$ cat src/rtl/core/chord_voice_leader_core_assert.svh
// Assertion macros for the chord voice leader core.
// Used by the top level; expects clk and rst in scope.
`ifndef CHORD_VOICE_LEADER_CORE_ASSERT_SVH
`define CHORD_VOICE_LEADER_CORE_ASSERT_SVH

// checked outside reset
`define CVL_ASSERT(name, prop, msg) \
  name: assert property (@(posedge clk) disable iff (rst) prop) else $error(msg);

// checked on every edge, reset included
`define CVL_ASSERT_ALWAYS(name, prop, msg) \
  name: assert property (@(posedge clk) prop) else $error(msg);

`endif

$ cat src/rtl/core/cvl_pkg.sv
// Shared types, constants and pitch-class helpers for the chord voice leader.
// No dependencies.
package cvl_pkg;

  localparam int NUM_VOICES = 4;
  localparam int CFG_INDEX_W = 1;
  localparam int CFG_DATA_W = 4;

  typedef logic [6:0] note_t;
  typedef logic [3:0] pc_t;
  typedef logic signed [3:0] offset_t;
  typedef note_t [NUM_VOICES-1:0] voicing_t;
  typedef pc_t [NUM_VOICES-1:0] tone_pcs_t;

  typedef enum logic [CFG_INDEX_W-1:0] {
    REG_KEY  = 1'd0,
    REG_MODE = 1'd1
  } cfg_reg_t;

  typedef enum logic [2:0] {
    QUAL_MAJ7    = 3'd0,
    QUAL_DOM7    = 3'd1,
    QUAL_M7B5    = 3'd2,
    QUAL_MINMAJ7 = 3'd3,
    QUAL_MIN7    = 3'd4
  } quality_t;

  // scale steps per mode: lydian, dorian, mixolydian, aeolian
  localparam logic [3:0] MODE_STEPS [4][7] = '{
    '{4'd0, 4'd2, 4'd4, 4'd6, 4'd7, 4'd9, 4'd11},
    '{4'd0, 4'd2, 4'd3, 4'd5, 4'd7, 4'd9, 4'd10},
    '{4'd0, 4'd2, 4'd4, 4'd5, 4'd7, 4'd9, 4'd10},
    '{4'd0, 4'd2, 4'd3, 4'd5, 4'd7, 4'd8, 4'd10}
  };

  // home notes 45+5k and their pitch classes
  localparam note_t HOME_NOTE [NUM_VOICES] = '{7'd45, 7'd50, 7'd55, 7'd60};
  localparam pc_t   HOME_PC   [NUM_VOICES] = '{4'd9, 4'd2, 4'd7, 4'd0};

  localparam note_t NOTE_LOW  = 7'd40;
  localparam note_t NOTE_HIGH = 7'd67;
  localparam note_t OCTAVE    = 7'd12;
  // any note in 40..67 minus this lands in 4..31
  localparam note_t PC_BIAS   = 7'd36;

  // reduce a value below 32 to a pitch class
  function automatic pc_t pc_wrap(logic [4:0] v);
    logic [4:0] r;
    if (v >= 5'd24) r = v - 5'd24;
    else if (v >= 5'd12) r = v - 5'd12;
    else r = v;
    return r[3:0];
  endfunction

  // pitch class of a folded note (40..67)
  function automatic pc_t note_pc(note_t n);
    logic [6:0] t;
    t = n - PC_BIAS;
    return pc_wrap(t[4:0]);
  endfunction

  // signed distance -6..5 from ref_pc up or down to pc
  function automatic offset_t near_offset(pc_t pc, pc_t ref_pc);
    logic [3:0] m;
    m = pc - ref_pc;
    if (pc < ref_pc) m = m + 4'd12;
    if (m >= 4'd6) m = m - 4'd12;
    return $signed(m);
  endfunction

  function automatic logic [2:0] offset_mag(offset_t off);
    offset_t a;
    a = (off < 0) ? -off : off;
    return a[2:0];
  endfunction

  function automatic note_t apply_offset(note_t n, offset_t off);
    return n + {{3{off[3]}}, off};
  endfunction

  // one octave step covers every note the leader can produce (34..72)
  function automatic note_t fold(note_t n);
    if (n < NOTE_LOW) return n + OCTAVE;
    else if (n > NOTE_HIGH) return n - OCTAVE;
    else return n;
  endfunction

endpackage

$ cat src/rtl/core/chord_voice_leader_core.sv
// Top level of the chord voice leader: input register, chord builder,
// voice leader and result register. Depends on cvl_pkg and cvl_voice_lead.
//
//   port group   direction  handshake            payload
//   in           in         in_valid/in_ready    degree, fresh_start
//   out          out        out_valid/out_ready  voice_zero..voice_three, root_pc, quality
//   cfg          in         cfg_write            cfg_index, cfg_data
//
// Throughput is one item per cycle while no result is stalled; an accepted item
// passes through the input register, then the chord/voicing logic into the result
// register. The stored voicing doubles as the voice fields of the result.
// A stalled result holds both registers; the next item then waits in the
// input register. Synchronous reset clears handshake state, the stored voicing
// flag and the configuration registers; no clearing pass is needed.
module chord_voice_leader_core
  import cvl_pkg::*;
(
  input  logic                   clk,
  input  logic                   rst,
  input  logic                   in_valid,
  output logic                   in_ready,
  input  logic [2:0]             degree,
  input  logic                   fresh_start,
  output logic                   out_valid,
  input  logic                   out_ready,
  output logic [6:0]             voice_zero,
  output logic [6:0]             voice_one,
  output logic [6:0]             voice_two,
  output logic [6:0]             voice_three,
  output logic [3:0]             root_pc,
  output logic [2:0]             quality,
  input  logic                   cfg_write,
  input  logic [CFG_INDEX_W-1:0] cfg_index,
  input  logic [CFG_DATA_W-1:0]  cfg_data
);

`include "chord_voice_leader_core_assert.svh"

  logic [3:0] key_pitch_class;
  logic [1:0] mode_select;

  logic       s1_valid;
  logic [2:0] s1_degree;
  logic       s1_fresh;
  logic       s1_advance;
  logic       in_fire;

  logic       voices_valid;
  voicing_t   voice_notes;
  voicing_t   voice_notes_next;
  tone_pcs_t  tone_pcs;
  logic [3:0] chord_steps [NUM_VOICES];
  pc_t        root_reg;
  quality_t   quality_reg;
  quality_t   quality_next;
  logic [2:0] deg;

  logic        voices_in_span;
  logic        result_stall;
  logic [34:0] result_word;
  logic        ctrl_idle;

  // configuration
  always_ff @(posedge clk) begin
    if (rst) begin
      key_pitch_class <= '0;
      mode_select <= '0;
    end else if (cfg_write) begin
      unique case (cfg_reg_t'(cfg_index))
        REG_KEY:  key_pitch_class <= cfg_data;
        REG_MODE: mode_select <= cfg_data[1:0];
        default:  ;
      endcase
    end
  end

  // handshake
  assign s1_advance = s1_valid && (!out_valid || out_ready);
  assign in_ready = !s1_valid || s1_advance;
  assign in_fire = in_valid && in_ready;

  always_ff @(posedge clk) begin
    if (rst) begin
      s1_valid <= 1'b0;
      out_valid <= 1'b0;
    end else begin
      s1_valid <= in_fire || (s1_valid && !s1_advance);
      out_valid <= s1_advance || (out_valid && !out_ready);
    end
  end

  always_ff @(posedge clk) begin
    if (in_fire) begin
      s1_degree <= degree;
      s1_fresh <= fresh_start;
    end
  end

  // chord tones: degrees d, d+2, d+4, d+6 modulo 7; degree 7 acts as 0
  assign deg = (s1_degree == 3'd7) ? 3'd0 : s1_degree;

  always_comb begin
    logic [3:0] idx;
    for (int k = 0; k < NUM_VOICES; k++) begin
      idx = {1'b0, deg} + 4'(2 * k);
      if (idx >= 4'd7) idx = idx - 4'd7;
      chord_steps[k] = MODE_STEPS[mode_select][idx[2:0]];
      tone_pcs[k] = pc_wrap({1'b0, key_pitch_class} + {1'b0, chord_steps[k]});
    end
  end

  function automatic logic [3:0] interval(logic [3:0] step, logic [3:0] root);
    return (step >= root) ? step - root : step + 4'd12 - root;
  endfunction

  always_comb begin
    logic [3:0] third;
    logic [3:0] fifth;
    logic [3:0] seventh;
    third = interval(chord_steps[1], chord_steps[0]);
    fifth = interval(chord_steps[2], chord_steps[0]);
    seventh = interval(chord_steps[3], chord_steps[0]);
    if (third == 4'd4) quality_next = (seventh == 4'd11) ? QUAL_MAJ7 : QUAL_DOM7;
    else if (fifth == 4'd6) quality_next = QUAL_M7B5;
    else quality_next = (seventh == 4'd11) ? QUAL_MINMAJ7 : QUAL_MIN7;
  end

  cvl_voice_lead u_lead (
    .place       (!voices_valid || s1_fresh),
    .tone_pcs    (tone_pcs),
    .prev_voicing(voice_notes),
    .next_voicing(voice_notes_next)
  );

  // stored voicing and result register update together
  always_ff @(posedge clk) begin
    if (rst) begin
      voices_valid <= 1'b0;
      voice_notes <= '0;
    end else if (s1_advance) begin
      voices_valid <= 1'b1;
      voice_notes <= voice_notes_next;
    end
  end

  always_ff @(posedge clk) begin
    if (s1_advance) begin
      root_reg <= tone_pcs[0];
      quality_reg <= quality_next;
    end
  end

  assign voice_zero = voice_notes[0];
  assign voice_one = voice_notes[1];
  assign voice_two = voice_notes[2];
  assign voice_three = voice_notes[3];
  assign root_pc = root_reg;
  assign quality = quality_reg;

  assign voices_in_span = (voice_notes[0] >= NOTE_LOW) && (voice_notes[0] <= NOTE_HIGH) &&
                          (voice_notes[1] >= NOTE_LOW) && (voice_notes[1] <= NOTE_HIGH) &&
                          (voice_notes[2] >= NOTE_LOW) && (voice_notes[2] <= NOTE_HIGH) &&
                          (voice_notes[3] >= NOTE_LOW) && (voice_notes[3] <= NOTE_HIGH);
  assign result_stall = out_valid && !out_ready;
  assign result_word = {voice_notes, root_reg, quality_reg};
  assign ctrl_idle = !s1_valid && !out_valid && !voices_valid;

  `CVL_ASSERT(a_voice_range, voices_valid |-> voices_in_span, "stored voice outside 40..67")
  `CVL_ASSERT(a_advance_result, s1_advance |=> (out_valid && voices_valid), "item lost")
  `CVL_ASSERT(a_no_overwrite, (in_fire && s1_valid) |-> s1_advance, "input register overwritten")
  `CVL_ASSERT(a_stall_holds, result_stall |=> $stable(result_word), "result changed in stall")
  `CVL_ASSERT_ALWAYS(a_reset_clears, rst |=> ctrl_idle, "reset left control state set")

endmodule

$ cat src/rtl/core/cvl_voice_lead.sv
// Voice placement and greedy nearest-tone voice leading, purely combinational.
// Depends on cvl_pkg.
module cvl_voice_lead
  import cvl_pkg::*;
(
  input  logic      place,
  input  tone_pcs_t tone_pcs,
  input  voicing_t  prev_voicing,
  output voicing_t  next_voicing
);

  always_comb begin
    logic [NUM_VOICES-1:0] used;
    logic [1:0]            best_j;
    logic [2:0]            best_mag;
    offset_t               best_off;
    offset_t               off;
    logic [2:0]            mag;
    pc_t                   vpc;
    note_t                 n;

    used = '0;
    best_j = '0;
    best_mag = '0;
    best_off = '0;
    off = '0;
    mag = '0;
    vpc = '0;
    n = '0;
    next_voicing = prev_voicing;
    for (int v = 0; v < NUM_VOICES; v++) begin
      if (place) begin
        n = apply_offset(HOME_NOTE[v], near_offset(tone_pcs[v], HOME_PC[v]));
      end else begin
        // lowest free tone index wins ties
        best_j = 2'd0;
        best_mag = 3'd7;
        best_off = '0;
        vpc = note_pc(prev_voicing[v]);
        for (int j = 0; j < NUM_VOICES; j++) begin
          off = near_offset(tone_pcs[j], vpc);
          mag = offset_mag(off);
          if (!used[j] && mag < best_mag) begin
            best_mag = mag;
            best_j = 2'(j);
            best_off = off;
          end
        end
        used[best_j] = 1'b1;
        n = apply_offset(prev_voicing[v], best_off);
      end
      next_voicing[v] = fold(n);
    end
  end

endmodule
$ cat config.mk
export PLATFORM = sky130hd
export DESIGN_NAME = chord_voice_leader_core
export DESIGN_NICKNAME = d
export VERILOG_FILES = /design/src/rtl/core/cvl_pkg.sv /design/src/rtl/core/chord_voice_leader_core.sv /design/src/rtl/core/cvl_voice_lead.sv
export VERILOG_INCLUDE_DIRS = /design/src /design/src/rtl/core
export SDC_FILE = /design/constraint.sdc
export NUM_CORES = 1
export LEC_CHECK = 0
export BUFFER_PORTS_ARGS = -buffer_cell sky130_fd_sc_hd__buf_2
export CAP_MARGIN = 10
export CORE_MARGIN = 4
export CORE_UTILIZATION = 50
export CTS_BUF_LIST = sky130_fd_sc_hd__clkbuf_8 sky130_fd_sc_hd__clkbuf_16
export CTS_CLUSTER_SIZE = 30
export DETAILED_ROUTE_END_ITERATION = 12
export GPL_TIMING_DRIVEN = 0
export PLACE_DENSITY = 0.73
export SETUP_SLACK_MARGIN = 0.02
export SLEW_MARGIN = 20
export SYNTH_ARGS = -nofsm -noshare
export SYNTH_HDL_FRONTEND = slang
export SYNTH_SLANG_ARGS = --single-unit
$ cat constraint.sdc
create_clock -name clk -period 35.9 [get_ports clk]
set_clock_uncertainty 0.1 [all_clocks]
set_input_delay 7.18 -clock clk [delete_from_list [all_inputs] [get_ports clk]]
set_output_delay 7.18 -clock clk [all_outputs]
set_load 0.02 [all_outputs]
==> run metrics, run 1 <==
status finished, final reports clean; Post-Syn Instances 1879; Die ar. 0.0309 sq mm; row count 61; Layout fillers 2718; unrepaired setup endpoints after global routing false; CP top delay family compound AO/OA/AOI/OAI gates; DRT iter0 DRCs 1164; Async SR Flop Fraction 0%; max incr delay on CP 1040 ps; Hold EP voice_zero[6]$_SDFFE_PP0P_; Layout Utilization 53.9%; cell count along the critical path 118; Yosys warning count 0; first-pass GRT wire length 66.0 mm; Max Clock Freq 34.4 MHz; port bufs 50; final number of setup-violating endpoints 0; Total GRT Usage 25.9%; Buf+Inv Stages, Crit Path 10; maxcap violations 0; Pre-Repair DR Iteration Count 5; layout cell share with drive strength beyond 1 5.16%; Reg2Reg Depth 118; Final ANT Viol Nets 0; CTS sink cnt 48; area leader, netlist ha_1; largest family of logic cells by synthesized area compound AO/OA/AOI/OAI gates; diode count 0; Synth Flop Type dfxtp_1; I/O pins 51; post-synthesis compound-gate area fraction 30.6%; WS Path Type flip-flop to flip-flop; slew of the pin with the lowest slew margin 1170 ps; largest net degree at the start of global routing 17; drt wl/cell 18.1 um; Crit. End Element flip-flop; clock latency on the worst-skew pair 310 ps; GP Congestion 0.919; ranking of synthesized cells by area ha_1 (24%), a21oi_1 (6.7%), dfxtp_1 (5.3%); Critical Path Source Type flip-flop; synthesized flop and latch total 48; Critical Path AT 29130 ps; syn nets 2192; Mean Syn Cell Area 7.49 sq um; total core area 0.0278 sq mm; period utilization 80.9%; most numerous cell in the Yosys netlist ha_1; number of synthesized flops with an enable pin 11; total gr overflow 0; Slew Limit Fails 0; H-tree depth 2; cell area after layout 0.0150 sq mm; area occupied by multi-input gates 0.0123 sq mm; Worst R2R End voice_three[2]$_SDFFE_PP0P_; clk slew on worst S/H paths 70 ps; minimum clock period 29050 ps; most used cell along the critical path ha_1; Area growth syn-to-layout 6.38%; Seq/Total Area, Yosys 7.61%; multiplexer area fraction after synthesis 2.91%; Synth cell types 95; register area 0.00107 sq mm; Post-route DRC 0; final WL 41.8 mm; initial antenna violation count 0; Hold Crit Start voice_zero[6]$_SDFFE_PP0P_; reg2reg setup slack 6850 ps; CP max-delay cell fa_1; Post-Synth Simple-Gate Area 18.1%; R2R Path Start s1_degree[0]$_DFFE_PP_; worst relative slew slack 21.3%; Critical Path RT 35980 ps; endpoints failing hold 0; Post-Synth XOR/XNOR Area 6.82%; adder-cell share of the synthesized area 28.6%; Synth top cells by count ha_1 (265), a21oi_1 (189), nand2_1 (174), inv_1 (161), nor2_1 (143); CTS tree built; clk root buf clkbuf_16; HP Class flip-flop to flip-flop; Gates resized, CTS repair 0; Post-CTS Hold Buffers 0; via count 14200; Initial Utilization 50.7%; dpl cell area 0.0148 sq mm; crit path max fanout 10; WHS Path Cells 2; Die Y-Extent 176 um; Post-CTS Setup Inserts 0; fin nets 2250; Post-Syn Area 0.0141 sq mm; vias per cell 6.14; clk buf depth 2; vias in the first global route 13100; dpl hpwl 32.5 mm; CTS buffer count 5; DIE WIDTH 176 um; Synth top area share 23.6%; setup TNS 0 ps
[cells by family after synthesis]
family,after synthesis
AOI/OAI and AO/OA,652
and+or+nand+nor,530
adders and majority gates,302
buffers and inverters,200
xor gates and xnor gates,108
DFF,48
muxes,39
[how the worst max path moves through the flow]
| stage | startpoint | end | slack (ps) |
|---|---|---|---|
| 6_report | s1_degree[0]$_DFFE_PP_ | voice_three[2]$_SDFFE_PP0P_ | 6850 |
| 5_1_grt | s1_degree[0]$_DFFE_PP_ | voice_three[2]$_SDFFE_PP0P_ | 4680 |
| 4_1_cts | s1_degree[0]$_DFFE_PP_ | voice_three[2]$_SDFFE_PP0P_ | 7560 |
| 3_5_place_dp | s1_degree[0]$_DFFE_PP_ | voice_three[2]$_SDFFE_PP0P_ | 7640 |
| 3_3_place_gp | s1_degree[0]$_DFFE_PP_ | voice_three[2]$_SDFFE_PP0P_ | 8270 |
| 2_1_floorplan | s1_degree[0]$_DFFE_PP_ | voice_three[2]$_SDFFE_PP0P_ | 12880 |
[worst min-delay path, stage by stage, from the launching register on]
cell and delay, ps:
dfxtp_1 330, nand2_1 60, a21oi_1 50
[layer usage]
metal | vias to the layer above | part of all wire, % | GRT usage, %
met5 | - | 0 | 0
met4 | 0 | 3.6 | 8.25
met3 | 105 | 6.6 | 3.90
met2 | 493 | 46 | 43.6
met1 | 6650 | 44 | 34.1
li1 | 6962 | - | -
[final cells by class]
class	instances	share of cell area (%)
buffer	38	0.978
inverter	162	4.06
timing repair buffer	51	1.72
sequential	48	7.15
clock inverter	1	0.0251
clock buffer	6	1.00
tap	378	3.16
multi-input combinational	1631	81.9
[cells in the final DEF (no fill, tap or decap), types with 8 or more instances in the layout]
master,n
a211oi_1,20
a21boi_0,8
a21o_1,52
a21oi_1,189
a22o_1,8
a22oi_1,20
a31oi_1,19
and2_1,18
and3_1,11
buf_2,52
clkbuf_1,32
dfxtp_1,37
edfxtp_1,11
fa_1,34
ha_1,265
inv_1,162
mux2i_1,33
nand2_1,174
nand2b_1,36
nand3_1,28
nand3b_1,8
nor2_1,143
nor2b_1,39
nor3_1,23
nor3b_1,14
o211ai_1,15
o21a_1,14
o21ai_0,122
o21ai_1,8
o21bai_1,12
o22ai_1,31
o311ai_0,9
o31a_1,9
o31ai_1,14
o32ai_1,10
or2_2,8
or3_1,10
xnor2_1,66
xor2_1,41
[per-stage QoR]
| stage | setup WS, ps | instances | hold slack (ps) |
|---|---|---|---|
| 2_1_floorplan | 12880 | 1879 | 356 |
| 3_3_place_gp | 8270 | 2307 | 379 |
| 3_5_place_dp | 7640 | 2308 | 385 |
| 4_1_cts | 7560 | 2315 | 397 |
| 5_1_grt | 4680 | 2315 | 413 |
| 6_report | 6850 | 2315 | 395 |
Power of run 1 is left out: the tool's default activity adds up to more than one toggle a clock period on the data nets, which glitch-free logic cannot reach.
==> inputs of run 2 (changes only) <==
Settings changed: ABC_AREA set to 1.
Clock period 35.9 ns to 28 ns, I/O delays scaled along.
==> run metrics, run 2 <==
final WL 35.1 mm; Post-CTS Setup Inserts 0; DR WL met2 16.5 mm; first-pass GRT wire length 57.7 mm; Synth Flop Type dfxtp_1; Max Clock Freq 43.9 MHz; via count 12600; H-tree depth 2; Post-route DRC 0; DRT iter0 DRCs 960; most common cell after layout, fill and taps aside nand2_1; clk root buf clkbuf_16; CTS tree built; Die Y-Extent 168 um; Initial Utilization 50.9%; setup TNS 0 ps; most frequent cells in the layout nand2_1 (383), inv_1 (337), ha_1 (265); clk buf depth 2; worst relative slew slack 22.1%; Final ANT Viol Nets 0; Total GRT Usage 24.5%; Gates resized, CTS repair 0; vias in the first global route 12000; metal1 wirelength 15.4 mm; WS Path Type flip-flop to flip-flop; drt wl/cell 15.2 um; Synth top cells by count nand2_1 (383), inv_1 (337), ha_1 (265), o21ai_0 (189), nor2_1 (125); DIE WIDTH 168 um; Mean Syn Cell Area 6.66 sq um; area leader, netlist ha_1; maxcap violations 0; endpoints failing hold 0; Die ar. 0.0282 sq mm; vias per cell 5.46; met3 WL 1.96 mm; initial antenna violation count 0; Seq/Total Area, Yosys 8.36%; pre-CTS WS 5060 ps; period utilization 81.3%; number of synthesized flops with an enable pin 11; diode count 0; Pre-Repair DR Iteration Count 7; row count 58; Yosys warning count 0; crit path max fanout 10; Critical Path Source Type flip-flop; total core area 0.0252 sq mm; slew of the pin with the lowest slew margin 1170 ps; Worst setup startpoint s1_degree[0]$_DFFE_PP_; most numerous cell in the Yosys netlist nand2_1; ranking of synthesized cells by area ha_1 (26%), nand2_1 (11%), inv_1 (9.9%); syn nets 2237; Slew Limit Fails 0; I/O pins 51; Post-Syn Instances 1924; Critical Path RT 28100 ps; Async SR Flop Fraction 0%; Post-CTS Hold Buffers 0; clock latency on the worst-skew pair 300 ps; DR top layer met4; Post-Syn Area 0.0128 sq mm; R2R Path Start s1_degree[0]$_DFFE_PP_; Crit. End Element flip-flop; Critical Path AT 22880 ps; total gr overflow 0; Area growth syn-to-layout 6.63%; CTS sink cnt 48; CTS buffer count 5; Final WS setup 5220 ps; fin nets 2295; GP Congestion 0.927; CP max-delay cell fa_1; clk slew on worst S/H paths 70 ps; final number of setup-violating endpoints 0; Layout Utilization 54.2%; synthesized flop and latch total 48; Hold Crit Start s1_valid$_SDFF_PP0_; port bufs 50; layout cell share with drive strength beyond 1 7.41%; Synth top area share 25.9%; Synth cell types 52; HP Class flip-flop to flip-flop; Layout fillers 2444; status finished, final reports clean; minimum clock period 22780 ps; largest net degree at the start of global routing 17; unrepaired setup endpoints after global routing false; most used cell along the critical path nand2_1; dpl hpwl 28.3 mm; cell area after layout 0.0137 sq mm; dpl cell area 0.0135 sq mm; max incr delay on CP 780 ps
## run 2: changes by cell type after synthesis, sizes merged, moves of 36 or more
| cell | change |
|---|---|
| nand2b | -36 |
| a21o | -51 |
| a21oi | -96 |
| inv | +181 |
| nand3 | +75 |
| nand2 | +236 |
| o21ai | +59 |
| nor2b | -39 |
## run 2: layer usage
metal	vias to the layer above	global-route usage [%]
li1	6425	-
met1	5794	31.0
met2	333	43.3
met3	78	2.77
met4	0	7.90
met5	-	0
## run 2: kinds of logic (layout without fill, tap and decap cells)
| group | count (synthesis) | count (layout) | synth area share (%) |
|---|---|---|---|
| AOI/OAI and AO/OA | 391 | 391 | 17.4 |
| xor gates and xnor gates | 118 | 118 | 8.07 |
| adders and majority gates | 299 | 299 | 31.2 |
| buffers and inverters | 365 | 424 | 10.8 |
| DFF | 48 | 48 | 8.36 |
| and+or+nand+nor | 703 | 703 | 24.1 |
## run 2: layout make-up
| class | count | area (sq um) | area share (%) |
|---|---|---|---|
| sequential | 48 | 1070 | 7.84 |
| tap | 330 | 413 | 3.02 |
| timing repair buffer | 51 | 255 | 1.87 |
| buffer | 22 | 101 | 0.742 |
| multi-input combinational | 1511 | 10400 | 75.8 |
| inverter | 343 | 1290 | 9.43 |
| clock buffer | 7 | 164 | 1.20 |
| clock inverter | 1 | 8.76 | 0.0641 |
## run 2: metrics by stage
stage / instances / hold slack, ps
after global routing: 2313 / 419
after global placement: 2304 / 345
final: 2313 / 372
after floorplan: 1924 / 336
after CTS: 2313 / 360
after detailed placement: 2305 / 350
## run 2: path summary, 6_finish.rpt
path | end | slack [ps] | depth (start not counted)
max | voice_three[2]$_SDFFE_PP0P_ | 5220 | 128
min | out_valid$_SDFF_PP0_ | 370 | 2
min reg2reg | out_valid$_SDFF_PP0_ | 370 | 2
max reg2reg | voice_three[2]$_SDFFE_PP0P_ | 5220 | 128
## run 2: worst max-delay path, delay by kind of cell, from the launching register on
family	cells	cell delay [ps]
adders and majority gates	20	6110
xor gates and xnor gates	1	230
AOI/OAI and AO/OA	32	6570
and+or+nand+nor	50	5580
DFF	1	450
buffers and inverters	25	3610
Power of run 2 is left out for the same reason.
